<file path="src/design/csp_pkg.sv">
// ----------------------------------------------------------------------------
// csp_pkg
// Shared widths, pipeline depths and types of the cylinder support point core.
// ----------------------------------------------------------------------------
package csp_pkg;

  localparam int FRAC_BITS = 16;             // fractional bits of all values
  localparam int DW        = 32;             // coordinate width
  localparam int AW        = 18;             // axis component width
  localparam int LW        = 31;             // radius / height width
  localparam int VW        = DW + 2;         // normalizer input width
  localparam int MW        = DW - 1;         // prescaled magnitude width
  localparam int SW        = 2 * MW + 2;     // sum of squares width
  localparam int RW        = SW / 2;         // square root width
  localparam int QW        = FRAC_BITS + 1;  // quotient bits (|q| <= 1.0)
  localparam int UW        = QW + 1;         // signed unit component width

  localparam int SQ_PER    = 2;              // root bits per stage
  localparam int SQ_STG    = RW / SQ_PER;
  localparam int DIV_PER   = 3;              // quotient bits per stage
  localparam int DIV_STG   = (QW + DIV_PER - 1) / DIV_PER;
  localparam int NORM_LAT  = 4 + SQ_STG + DIV_STG;

  localparam int PDW       = 32;             // APB data width
  localparam int PAW       = 5;              // APB address width

  typedef logic signed [VW-1:0] vin_t;
  typedef logic signed [UW-1:0] unit_t;

  typedef struct packed {
    logic        [LW-1:0] radius;
    logic        [LW-1:0] height;
    logic signed [DW-1:0] center_x;
    logic signed [DW-1:0] center_y;
    logic signed [DW-1:0] center_z;
    logic signed [AW-1:0] axis_x;
    logic signed [AW-1:0] axis_y;
    logic signed [AW-1:0] axis_z;
  } cfg_t;

endpackage

</file>
<file path="src/design/csp_cfg.sv">
// ----------------------------------------------------------------------------
// csp_cfg
// APB register file: radius, height, center and rotated axis.
// ----------------------------------------------------------------------------
module csp_cfg (
  input  logic                      clk_i,
  input  logic                      rst_ni,
  input  logic                      psel,
  input  logic                      penable,
  input  logic                      pwrite,
  input  logic [csp_pkg::PAW-1:0]   paddr,
  input  logic [csp_pkg::PDW-1:0]   pwdata,
  output logic [csp_pkg::PDW-1:0]   prdata,
  output logic                      pready,
  output csp_pkg::cfg_t             cfg_o
);

  localparam logic [2:0] REG_RADIUS   = 3'd0;
  localparam logic [2:0] REG_HEIGHT   = 3'd1;
  localparam logic [2:0] REG_CENTER_X = 3'd2;
  localparam logic [2:0] REG_CENTER_Y = 3'd3;
  localparam logic [2:0] REG_CENTER_Z = 3'd4;
  localparam logic [2:0] REG_AXIS_X   = 3'd5;
  localparam logic [2:0] REG_AXIS_Y   = 3'd6;
  localparam logic [2:0] REG_AXIS_Z   = 3'd7;

  // reset setup: empty cylinder at the origin, axis along +x
  localparam csp_pkg::cfg_t CFG_RST = '{
    radius:   '0,
    height:   '0,
    center_x: '0,
    center_y: '0,
    center_z: '0,
    axis_x:   csp_pkg::AW'(1 << csp_pkg::FRAC_BITS),
    axis_y:   '0,
    axis_z:   '0
  };

  csp_pkg::cfg_t cfg_q, cfg_d;
  logic [2:0]    idx;
  logic          wr;

  assign pready = 1'b1;
  assign idx    = paddr[4:2];
  assign wr     = psel && penable && pwrite;

  always_comb begin
    cfg_d = cfg_q;
    if (wr) begin
      case (idx)
        REG_RADIUS:   cfg_d.radius   = pwdata[csp_pkg::LW-1:0];
        REG_HEIGHT:   cfg_d.height   = pwdata[csp_pkg::LW-1:0];
        REG_CENTER_X: cfg_d.center_x = pwdata[csp_pkg::DW-1:0];
        REG_CENTER_Y: cfg_d.center_y = pwdata[csp_pkg::DW-1:0];
        REG_CENTER_Z: cfg_d.center_z = pwdata[csp_pkg::DW-1:0];
        REG_AXIS_X:   cfg_d.axis_x   = pwdata[csp_pkg::AW-1:0];
        REG_AXIS_Y:   cfg_d.axis_y   = pwdata[csp_pkg::AW-1:0];
        REG_AXIS_Z:   cfg_d.axis_z   = pwdata[csp_pkg::AW-1:0];
        default: ;
      endcase
    end
  end

  always_ff @(posedge clk_i or negedge rst_ni) begin
    if (!rst_ni) begin
      cfg_q <= CFG_RST;
    end else begin
      cfg_q <= cfg_d;
    end
  end

  always_comb begin
    case (idx)
      REG_RADIUS:   prdata = csp_pkg::PDW'(cfg_q.radius);
      REG_HEIGHT:   prdata = csp_pkg::PDW'(cfg_q.height);
      REG_CENTER_X: prdata = csp_pkg::PDW'(cfg_q.center_x);
      REG_CENTER_Y: prdata = csp_pkg::PDW'(cfg_q.center_y);
      REG_CENTER_Z: prdata = csp_pkg::PDW'(cfg_q.center_z);
      REG_AXIS_X:   prdata = csp_pkg::PDW'($signed(cfg_q.axis_x));
      REG_AXIS_Y:   prdata = csp_pkg::PDW'($signed(cfg_q.axis_y));
      REG_AXIS_Z:   prdata = csp_pkg::PDW'($signed(cfg_q.axis_z));
      default:      prdata = '0;
    endcase
  end

  assign cfg_o = cfg_q;

endmodule

</file>
<file path="config.mk">
export PLATFORM = sky130hd
export DESIGN_NAME = csp_cfg
export DESIGN_NICKNAME = d
export VERILOG_FILES = /design/src/design/csp_pkg.sv /design/src/design/csp_cfg.sv
export SDC_FILE = /design/constraint.sdc
export NUM_CORES = 1
export LEC_CHECK = 0
export ABC_CLOCK_PERIOD_IN_PS = 2700
export BUFFER_PORTS_ARGS = -buffer_cell sky130_fd_sc_hd__buf_2
export CAP_MARGIN = 20
export CORE_MARGIN = 10
export CORE_UTILIZATION = 56
export DETAILED_ROUTE_END_ITERATION = 6
export PLACE_DENSITY = 0.95
export SLEW_MARGIN = 20
export SYNTH_ARGS = -nofsm -noshare
export SYNTH_HDL_FRONTEND = slang
export SYNTH_SLANG_ARGS = --single-unit
</file>
<file path="constraint.sdc">
create_clock -name clk_i -period 2.7 [get_ports clk_i]
set_clock_uncertainty 0.1 [all_clocks]
set_input_delay 0.54 -clock clk_i [delete_from_list [all_inputs] [get_ports clk_i]]
set_output_delay 0.54 -clock clk_i [all_outputs]
set_load 0.03 [all_outputs]
</file>
# After elaboration in Yosys (flattened, before gate mapping)
# Cells that the tools add are included.
# classes
eq_ne	7
muxes	1
reduce_logical	11
# ops
cell	count
32-bit one-hot mux with 8 select lines	1
2-bit AND reduction	8
3-bit == test, second input constant	4
3-bit by 2-bit == test with 1-bit output, second input constant	2
3-bit by 1-bit == test with 1-bit output, second input constant	1
3-bit logical NOT	1
1-bit logical AND	2
# totals
register_bits	212
output_inout_bits	245
elab_cells	27

# Logic depth before layout (Yosys ltp)
# Gate-level depths: netlist (run 1).
# depth
depth_word	3
depth_mapped	7
mapped_depth_nobuf	4

# Worst setup path after synthesis (run 1)
# No wires, ideal clock.
# synth_path
kind	input to output
from	input paddr[4] in the netlist's numbering
to	output prdata[31] in the netlist's numbering
arrival_time_ps	2270
required_time_ps	2060
setup_slack_ps	-210
stages	4
path_buffers	3
cell_sequence	buf_4 > buf_2 > clkbuf_1 > o311ai_0
# synth_via
elab_chain_cells	2
word_cells_on_any_way	9
# synth_rtl
element	line_no	source
start: declaration	csp_cfg.sv:11	input logic [csp_pkg::PAW-1:0] paddr,
3-bit == test, or another cell as far along	csp_cfg.sv:73	case (idx)
32-bit one-hot mux with 8 select lines (*)	csp_cfg.sv:73	
end: declaration	csp_cfg.sv:13	output logic [csp_pkg::PDW-1:0] prdata,
# Every way passes the cells marked *; elsewhere a longest branch is shown, timed or not.

# Worst setup path after layout (run 1)
# layout_path
from	register cfg_q (netlist bit cfg_o[53])
to	output prdata[30] in the netlist's numbering
# layout_via
elab_chain_cells	1
# layout_rtl
element	line_no	source
start: declaration	csp_cfg.sv:39	csp_pkg::cfg_t cfg_q, cfg_d;
start signal: assignment	csp_cfg.sv:68	cfg_q <= cfg_d;
32-bit one-hot mux with 8 select lines	csp_cfg.sv:73	
# Every way passes these cells.

==> impl_metrics.py, run 1 <==
metrics = {
    "detailed_routing": {
        "drtIter0Drc": 476,
        "routedWlPerCell_um": 25.4,
        "vias": 8186,
        "drtAntennaViolNets": 0,
        "drcViolationCount": 0,
        "first_pass_iters": 5,
        "vias_per_cell": 6.19,
        "routed_wl_mm": 33.5,
    },
    "critical_path": {
        "ff2ff_path_depth": 2,
        "cp-endpoint": "prdata[30]",
        "required_ns": 2.06,
        "path_cells": "mux2i_4 > buf_12 > o211ai_4 > buf_12 > a211oi_2 > o22ai_1 > buf_4",
        "critical_path_class": "reg2out",
        "start_kind": "register",
        "worstPathArrival_ns": 2.05,
        "cp_slowest_stage_delay_ns": 0.41,
        "critPathLaunch": "cfg_o[53]",
        "rr_endpoint": "cfg_o[53]",
        "crit_fanout": 7,
        "timing.rr.start": "cfg_o[53]",
        "r2r_setup_slack_ns": 1.67,
        "setup.worst_path.end_class": "output pin",
        "cpMaxStageDelayCell": "dfrtp_1",
        "cpMostUsedCell": "buf_12",
    },
    "clocking": {
        "clkSinkCount": 212,
        "clk_path_buf_depth": 3,
        "cts_tree": "yes",
        "cts_buffers": 22,
        "cts_max_level": 1,
        "cts.clk_slew.worst_paths_ns": 0.06,
        "clk_latency_ns": 0.50,
        "clockRootBuffer": "clkbuf_16",
    },
    "yosys": {
        "synth_edf_count": 0,
        "syn_area_sq_um": 9880,
        "synthDistinctLibCells": 36,
        "yosysWarnings": 0,
        "avgSynthCellArea_sq_um": 12.9,
        "synth-async-reset-ratio": 1.00,
        "ys_ff_latch": 212,
        "synthCells": 767,
        "seq_area_frac_synth": 0.537,
        "synth_nets": 809,
        "ys.flop_type": "dfrtp_1",
    },
    "pwr": {
        "power_density_nw_per_um2": 860,
        "p_total_mw": 10.9,
        "leakage_nw": 6.27,
        "vdd_ir_drop_max_v": 0.000729,
    },
    "timing": {
        "rsz0062_at_grt": "yes",
        "slew_violations": 0,
        "finalHoldViolCount": 0,
        "relSlewSlack": 0.427,
        "final.period_utilization": 0.997,
        "hold_ws_ns": 0.207,
        "setup_viol": 0,
        "tightest_slew_ns": 0.860,
        "fin_crit_ns": 2.69,
        "max_freq_mhz": 371,
    },
    "layout": {
        "num-nets-final": 1123,
        "post_route_cells_drive_above_1_share": 0.536,
        "syn_to_final_growth_pct": 28.6,
        "fin_area_sq_um": 12700,
        "multi_input_area_sq_um": 4370,
        "fill_cells": 1095,
        "mostFrequentLayoutCell": "buf_2",
        "regArea_sq_um": 5310,
        "final_cell_mix": "277 x buf_2, 211 x dfrtp_1, 192 x mux2_2",
        "largest_register_ffs": 212,
    },
    "placement": {
        "dpl_cell_area_sq_um": 11800,
        "io_buffers": 283,
        "gp_congestion": 0.879,
        "dpl.hpwl_mm": 23.2,
    },
    "grt": {
        "grt-ovfl-total": 0,
        "grt_pass1_wl_mm": 51.4,
        "track_usage": 0.272,
        "grt_pass1_vias": 8711,
        "antenna_found_initial": 2,
        "grt_max_degree": 61,
    },
    "job": {
        "drv_cap": 0,
    },
    "run_status": {
        "status": "finished clean",
    },
    "hold_path": {
        "worstHoldStart": "pwdata[31]",
        "worstHoldPathType": "in2reg",
    },
    "die": {
        "die_h_um": 153,
        "pin_count": 287,
        "dieArea_sq_um": 23400,
        "dieWidth_um": 153,
        "initial_utilization": 0.571,
        "num_rows": 48,
        "core_area_sq_um": 17300,
    },
}
## final cells by class
cell class	count	share of cell area
multi-input cells	497	0.344
repair buffers	344	0.164
flip-flops and latches	212	0.418
clock buffers	40	0.0511
well taps	225	0.0222
diodes	1	0.000197
inverters	4	0.00118
## metal layers
| layer | share of wire | GRT usage |
|---|---|---|
| met3 | 0.11 | 0.101 |
| met1 | 0.37 | 0.317 |
| met4 | 0.035 | 0.0958 |
| met5 | 0.00033 | 0 |
| met2 | 0.49 | 0.453 |
## kinds of logic (layout without fill, tap and decap cells)
logic type,Yosys count,count (layout),synth area share
other,1,2,0.000379
AND/OR/NAND/NOR,121,121,0.0604
AO/OA/AOI/OAI,130,132,0.0946
multiplexers,243,243,0.273
flip-flops,212,212,0.537
buffers and inverters,60,388,0.0353
## worst min-delay path by stage
stage                       endpoint  slack, ns  cells past startpoint
after floorplan             cfg_o[0]       0.14                      0
after global placement    cfg_o[169]       0.39                      1
after detailed placement  cfg_o[106]       0.41                      1
after CTS                 cfg_o[149]       0.20                      2
after global routing      cfg_o[149]       0.20                      2
final                     cfg_o[149]       0.21                      2
## cell usage after synthesis, types with 2 or more instances
library cell  count  area (sq um)
a221o_1           3          30.0
nand2b_1          2          12.5
o21ai_0          18          90.1
dfrtp_1         211          5280
buf_6             4          45.0
o22ai_1          13          81.3
a221oi_1          2          17.5
buf_4            20           150
clkbuf_1         17          63.8
buf_2            15          75.1
nor2b_1          17           106
a22o_1           17           149
a211oi_1         26           195
inv_1             3          11.3
nand2_1          25          93.8
nand3_1          15          75.1
o2bb2ai_1        15           131
o211ai_1         15           113
nor2_2            4          25.0
mux2i_1          34           340
mux2_1           17           191
a21oi_1          18          90.1
nor2_4            4          45.0
nor2_1           49           184
mux2_2          192          2160
## repair_timing
item	CTS	global route
endpoints found under the hold margin	54	0
endpoints found under the setup margin	14	17
hold buffers	1	0
cloned	2	0
setup buffers	3	5
resized for setup	8	21
pin swaps	3	2
## metrics by stage
step                TNS [ns]  instances  worst slack, ns  utilization
floorplan                  0        767           0.0645            -
global route          -0.194       1323          -0.0554        0.735
global placement     -0.0987       1271          -0.0399        0.683
detailed placement    -0.223       1271          -0.0778        0.683
CTS                        0       1317          0.00223        0.727
finish                     0       1323          0.00715        0.735
## worst max-delay path: cells and delay by family (launching register included)
kind	cells	cell delay [ns]
buf+inv	3	0.50
compound gates	3	0.47
flops	1	0.41
mux	1	0.17
## where the power goes
part | internal, mW | total, mW | switching (mW)
logic | 1.26 | 3.77 | 2.51
registers | 3.81 | 4.36 | 0.554
clock network | 1.61 | 2.80 | 1.19
total | 6.68 | 10.9 | 4.25
Note: power is estimated with default switching activity, not from simulation.
==> inputs of run 2 (changes only) <==
--- a/config.mk
+++ b/config.mk
@@ -5,13 +5,13 @@
 export SDC_FILE = /design/constraint.sdc
 export NUM_CORES = 1
 export LEC_CHECK = 0
-export ABC_CLOCK_PERIOD_IN_PS = 2700
+export ABC_CLOCK_PERIOD_IN_PS = 2900
 export BUFFER_PORTS_ARGS = -buffer_cell sky130_fd_sc_hd__buf_2
 export CAP_MARGIN = 20
 export CORE_MARGIN = 10
-export CORE_UTILIZATION = 56
+export CORE_UTILIZATION = 52
 export DETAILED_ROUTE_END_ITERATION = 6
-export PLACE_DENSITY = 0.95
+export PLACE_DENSITY = 0.91
 export SLEW_MARGIN = 20
 export SYNTH_ARGS = -nofsm -noshare
 export SYNTH_HDL_FRONTEND = slang
==> constraint.sdc (replaced) <==
create_clock -name clk_i -period 2.9 [get_ports clk_i]
set_clock_uncertainty 0.1 [all_clocks]
set_input_delay 0.58 -clock clk_i [delete_from_list [all_inputs] [get_ports clk_i]]
set_output_delay 0.58 -clock clk_i [all_outputs]
set_load 0.03 [all_outputs]
==> run 2 against run 1 <==
  * The flow now finishes with violations (negative hold slack, negative setup slack)
  * Largest cell class unchanged
  * Core utilization decreased by 5.9 points
  * Hold slack got worse by 0.21 ns
  * Largest power group unchanged
  * Sequential cell count unchanged
  * First-iteration DRC count decreased by 9.0%
  * Non-clock buffer count decreased by 19
==> impl_metrics.py, run 2 (synthesized netlist as in run 1, its figures left out) <==
metrics = {
    "timing": {
        "tightest_slew_ns": 0.846,
        "final.period_utilization": 1.00,
        "max_freq_mhz": 343,
        "setup_tns_ns": -0.0126,
        "fin_ws_ns": -0.0126,
        "fin_crit_ns": 2.91,
        "slew_violations": 0,
        "relSlewSlack": 0.436,
        "setup_viol": 1,
        "hold_ws_ns": -0.00216,
        "finalHoldViolCount": 3,
        "rsz0062_at_grt": "yes",
    },
    "grt": {
        "antenna_found_initial": 2,
        "track_usage": 0.256,
        "busiest_layer": "met2",
        "grt_pass1_wl_mm": 49.7,
        "met2_usage": 0.436,
        "gr-usage-met1": 0.303,
        "grt_pass1_vias": 8431,
        "use_met3": 0.0849,
        "grt-ovfl-total": 0,
        "grt_max_degree": 70,
    },
    "layout": {
        "largest_register_ffs": 212,
        "fin_util": 0.676,
        "post_route_cells_drive_above_1_share": 0.530,
        "num-nets-final": 1106,
        "fill_cells": 1350,
        "syn_to_final_growth_pct": 27.9,
        "final_cell_mix": "281 x buf_2, 211 x dfrtp_1, 192 x mux2_2",
        "mostFrequentLayoutCell": "buf_2",
    },
    "pwr": {
        "leakage_nw": 6.25,
        "power_density_nw_per_um2": 832,
        "vdd_ir_drop_max_v": 0.000701,
    },
    "detailed_routing": {
        "drtAntennaViolNets": 0,
        "drtIter0Drc": 433,
        "routed_wl_mm": 33.0,
        "vias_per_cell": 6.04,
        "drcViolationCount": 0,
        "vias": 7947,
        "routedWlPerCell_um": 25.1,
        "first_pass_iters": 5,
    },
    "die": {
        "num_rows": 50,
        "core_area_sq_um": 18700,
        "initial_utilization": 0.528,
        "pin_count": 287,
        "dieWidth_um": 158,
        "die_h_um": 158,
        "dieArea_sq_um": 24900,
    },
    "clocking": {
        "cts.clk_slew.worst_paths_ns": 0.06,
        "clkSinkCount": 212,
        "cts_max_level": 1,
        "cts_buffers": 23,
        "cts_tree": "yes",
        "holdBufCountCts": 0,
        "clockRootBuffer": "clkbuf_16",
        "clk_latency_ns": 0.50,
        "clk_path_buf_depth": 3,
    },
    "critical_path": {
        "cp_slowest_stage_delay_ns": 0.37,
        "worstPathArrival_ns": 2.23,
        "critical_path_class": "in2out",
        "required_ns": 2.22,
        "cpMaxStageDelayCell": "a211oi_1",
        "cpMostUsedCell": "buf_12",
        "setup.worst_path.end_class": "output pin",
        "crit_fanout": 24,
        "crit_buf_inv": 4,
        "critPathTopFamily": "buffers and inverters",
        "start_kind": "primary input",
        "path_cells": "buf_4 > buf_12 > buf_12 > mux2i_1 > nor2_1 > a211oi_1 > o22ai_1 > buf_2",
    },
    "placement": {
        "io_buffers": 283,
        "gp_congestion": 0.847,
        "dpl.hpwl_mm": 22.6,
    },
    "hold_path": {
        "worstHoldPathType": "in2async",
    },
    "run_status": {
        "status": "finished with violations",
        "violations": "negative hold slack, negative setup slack",
    },
    "job": {
        "drv_cap": 0,
    },
}
==> run 2: timing repair <==
| item | 4_1_cts | 5_1_grt |
|---|---|---|
| gates cloned | 1 | 2 |
| gates resized for setup | 2 | 4 |
| endpoints found under the setup margin | 8 | 12 |
| hold endpoints to repair | 0 | 0 |
| setup buffers | 0 | 1 |
| pin swaps | 1 | 3 |
==> run 2: final cells by class <==
| class | instances | area, sq um | area share |
|---|---|---|---|
| Sequential cell | 212 | 5310 | 0.420 |
| Multi-Input combinational cell | 498 | 4340 | 0.343 |
| Timing Repair Buffer | 325 | 1890 | 0.150 |
| Clock buffer | 36 | 694 | 0.0549 |
| Tap cell | 234 | 293 | 0.0232 |
| Clock inverter | 5 | 100 | 0.00792 |
| Inverter | 4 | 15.0 | 0.00119 |
| Antenna cell | 2 | 5.00 | 0.000396 |
==> run 2: power breakdown <==
part	switching [mW]	internal (mW)	total (mW)
Combinational	2.31	1.13	3.43
Clock	1.15	1.90	3.05
Sequential	0.496	3.54	4.04
==> run 2: stage by stage <==
step / cells / instance area [sq um] / setup WS (ns) / power [mW] / hold slack (ns)
6_report: 1316 / 12600 / -0.0126 / 10.5 / -0.00216
5_1_grt: 1315 / 12600 / -0.0244 / 11.0 / 0.0207
4_1_cts: 1311 / 12600 / 0.00333 / 10.5 / 0.00909
3_5_place_dp: 1269 / 11800 / 0.0493 / 7.47 / 0.401
3_3_place_gp: 1269 / 11800 / 0.0870 / 7.35 / 0.387
2_1_floorplan: 767 / 9880 / 0.185 / 6.21 / 0.184
==> run 2: path summary, 6_finish.rpt <==
path | slack, ns | startpoint | to | cells past startpoint
setup / recovery | -0.01 | paddr[3] | prdata[18] | 8
hold / removal | -0.002 | rst_ni | cfg_o[107] | 1
setup reg to reg | 1.95 | cfg_o[176] | cfg_o[176] | 1
hold reg to reg | 0.41 | cfg_o[105] | cfg_o[105] | 1
max in group asynchronous | 1.97 | rst_ni | cfg_o[79] | 2
min in group clk_i | 0.25 | pwdata[31] | cfg_o[117] | 2
==> run 2: metal layers <==
metal	vias to the layer above	routed length (um)
li1	3418	-
met1	4038	12600
met2	422	16200
met3	69	3520
met4	0	730
met5	-	0
==> inputs of run 3 (changes only) <==
--- a/config.mk
+++ b/config.mk
@@ -5,11 +5,13 @@
 export SDC_FILE = /design/constraint.sdc
 export NUM_CORES = 1
 export LEC_CHECK = 0
+export ABC_AREA = 1
 export ABC_CLOCK_PERIOD_IN_PS = 2900
 export BUFFER_PORTS_ARGS = -buffer_cell sky130_fd_sc_hd__buf_2
 export CAP_MARGIN = 20
 export CORE_MARGIN = 10
 export CORE_UTILIZATION = 52
+export CTS_CLUSTER_SIZE = 20
 export DETAILED_ROUTE_END_ITERATION = 6
 export PLACE_DENSITY = 0.91
 export SLEW_MARGIN = 20
==> run 3 against run 2 <==
  * The flow finishes with violations (negative hold slack)
  * First-iteration DRC count rose by 150%
  * Die area rose by 1.3%
  * Area after synthesis rose by 1.4%
  * Wire length rose by 6.2%
  * Combinational power rose by 1%
  * Clock power fell by 7.9%
  * Non-clock buffer count fell by 4
  * Final cell count rose by 32%
  * Sequential power barely moved
  * Sequential cell count did not move
  * Cell area fell by 1.5%
  * Count of clock-buffer cells in the layout rose by 3
==> impl_metrics.py, run 3 <==
metrics = {
    "clocking": {
        "clk_path_buf_depth": 3,
        "clockRootBuffer": "clkbuf_16",
        "clkSinkCount": 212,
        "cts_tree": "yes",
        "cts_buffers": 23,
        "clk_latency_ns": 0.50,
        "cts_max_level": 1,
        "cts.clk_slew.worst_paths_ns": 0.05,
    },
    "run_status": {
        "violations": "negative hold slack",
        "status": "finished with violations",
    },
    "yosys": {
        "avgSynthCellArea_sq_um": 8.31,
        "netlist.area_leader.share": 0.527,
        "synth_top_family_by_area": "simple AND/OR/NAND/NOR gates",
        "syn_area_sq_um": 10000,
        "synth-compound-area-share": 0.119,
        "seq_area_frac_synth": 0.529,
        "yosys.area_share.xor_xnor": 0,
        "muxShareOfSynthArea": 0,
        "synth_nets": 1248,
        "ys_ff_latch": 212,
        "synth_edf_count": 0,
        "synthDistinctLibCells": 25,
        "yosys.area.top_type": "dfrtp_1",
        "yosysMostFrequentCell": "nand2_1",
        "yosysWarnings": 0,
        "synthCells": 1206,
        "synth_common_cells": "279 x nand2_1, 211 x dfrtp_1, 144 x nor2_1",
        "ys.flop_type": "dfrtp_1",
        "yosys.area_share.adder": 0,
        "synth-async-reset-ratio": 1.00,
        "synth-simple-area-share": 0.275,
        "synth_area_leaders": "dfrtp_1 53%, nand2_1 10%, nand4_1 7.2%",
    },
    "layout": {
        "multi_input_area_sq_um": 3980,
        "mostFrequentLayoutCell": "buf_2",
        "fill_cells": 1499,
        "largest_register_ffs": 212,
        "post_route_cells_drive_above_1_share": 0.275,
        "syn_to_final_growth_pct": 24.1,
        "fin_util": 0.661,
        "regArea_sq_um": 5310,
        "final_cell_mix": "280 x buf_2, 277 x nand2_1, 211 x dfrtp_1",
        "num-nets-final": 1499,
    },
    "placement": {
        "io_buffers": 283,
        "gp_congestion": 0.847,
        "dpl.hpwl_mm": 24.0,
        "pre_cts_ws_ns": 0.0896,
    },
    "grt": {
        "grt_max_degree": 74,
        "grt_pass1_vias": 9959,
        "grt-ovfl-total": 0,
        "grt_pass1_wl_mm": 55.8,
        "antenna_found_initial": 1,
        "track_usage": 0.269,
    },
    "timing": {
        "fin_ws_ns": 0.104,
        "final.period_utilization": 0.964,
        "finalHoldViolCount": 3,
        "setup_viol": 0,
        "setup_tns_ns": 0,
        "tightest_slew_ns": 0.972,
        "relSlewSlack": 0.352,
        "slew_violations": 0,
        "rsz0062_at_grt": "no",
        "fin_crit_ns": 2.80,
        "hold_ws_ns": -0.0119,
        "max_freq_mhz": 358,
    },
    "detailed_routing": {
        "vias_per_cell": 5.81,
        "drtIter0Drc": 1072,
        "vias": 10073,
        "first_pass_iters": 5,
        "drcViolationCount": 0,
        "routed_wl_mm": 35.1,
        "drtAntennaViolNets": 0,
        "routedWlPerCell_um": 20.2,
    },
    "critical_path": {
        "setup.worst_path.end_class": "output pin",
        "start_kind": "primary input",
        "critical_path_class": "in2out",
        "crit_fanout": 15,
        "required_ns": 2.22,
        "worstPathArrival_ns": 2.12,
    },
    "die": {
        "num_rows": 50,
        "dieWidth_um": 159,
        "pin_count": 287,
        "die_h_um": 159,
        "core_area_sq_um": 18800,
        "dieArea_sq_um": 25200,
        "initial_utilization": 0.532,
    },
    "pwr": {
        "vdd_ir_drop_max_v": 0.000701,
        "leakage_nw": 6.62,
        "power_density_nw_per_um2": 831,
    },
    "job": {
        "drv_cap": 0,
    },
    "hold_path": {
        "worstHoldPathType": "in2async",
    },
}
## run 3: cell count changes after synthesis, sizes merged, moves of 26 or more
| cell | delta |
|---|---|
| a211oi | -26 |
| nand4 | +115 |
| mux2i | -34 |
| o21ai | +146 |
| mux2 | -209 |
| nand3 | +51 |
| inv | +65 |
| a21oi | +32 |
| nor2 | +91 |
| nand2 | +254 |
## run 3: timing repair
item | CTS | global route
gates resized for setup | 0 | 1
setup endpoints to repair | 0 | 1
setup buffers | 0 | 0
hold buffers | 0 | 0
## run 3: stage by stage
step	cell area [sq um]	total power, mW	std cells
after floorplan	10000	6.28	1206
final	12400	10.3	1734
after global routing	12400	10.8	1734
after detailed placement	11700	7.56	1692
after CTS	12400	10.4	1733
after global placement	11700	7.45	1692
## run 3: worst paths after layout
kind | slack, ns | cells after the start | startpoint | end
worst max-delay path | 0.10 | 7 | paddr[3] | prdata[27]
worst min-delay path | -0.01 | 1 | rst_ni | cfg_o[21]
worst max register to register | 2.00 | 2 | cfg_o[85] | cfg_o[85]
worst min register to register | 0.41 | 2 | cfg_o[162] | cfg_o[162]
max in group asynchronous | 1.96 | 2 | rst_ni | cfg_o[6]
min in group clk_i | 0.20 | 3 | pwdata[2] | cfg_o[20]
## run 3: kinds of logic (layout without fill, tap and decap cells)
logic type,Yosys count,in the layout
AOI/OAI and AO/OA,214,214
buffers and inverters,164,431
DFF,212,212
and+or+nand+nor,615,615
other,1,2
## run 3: metal layers
layer	GRT usage	wire length, um
met2	0.424	16300
met1	0.342	13800
met3	0.0640	3250
met5	0.00986	0
met4	0.124	1670
## run 3: cell type report
cell class                 instances  share of cell area
antenna                            1            0.000201
inverter                          69              0.0208
multi-input combinational        830               0.319
sequential                       212               0.426
clock buffer                      39              0.0575
clock inverter                     2            0.000804
tap                              260              0.0261
timing repair buffer             321               0.149
## run 3: critical path, stage by stage
cell,delay (ns)
buf_4,0.17
inv_2,0.16
nand4_2,0.48
nand2_1,0.28
nor2_1,0.11
nand3_1,0.11
buf_2,0.21
## run 3: power by group
group	total [mW]	switching, mW	internal, mW	leakage, nW
combinational	3.48	2.55	0.926	3.59
clock	2.81	1.14	1.66	0.358
sequential	4.05	0.487	3.56	2.67
total	10.3	4.19	6.15	6.62
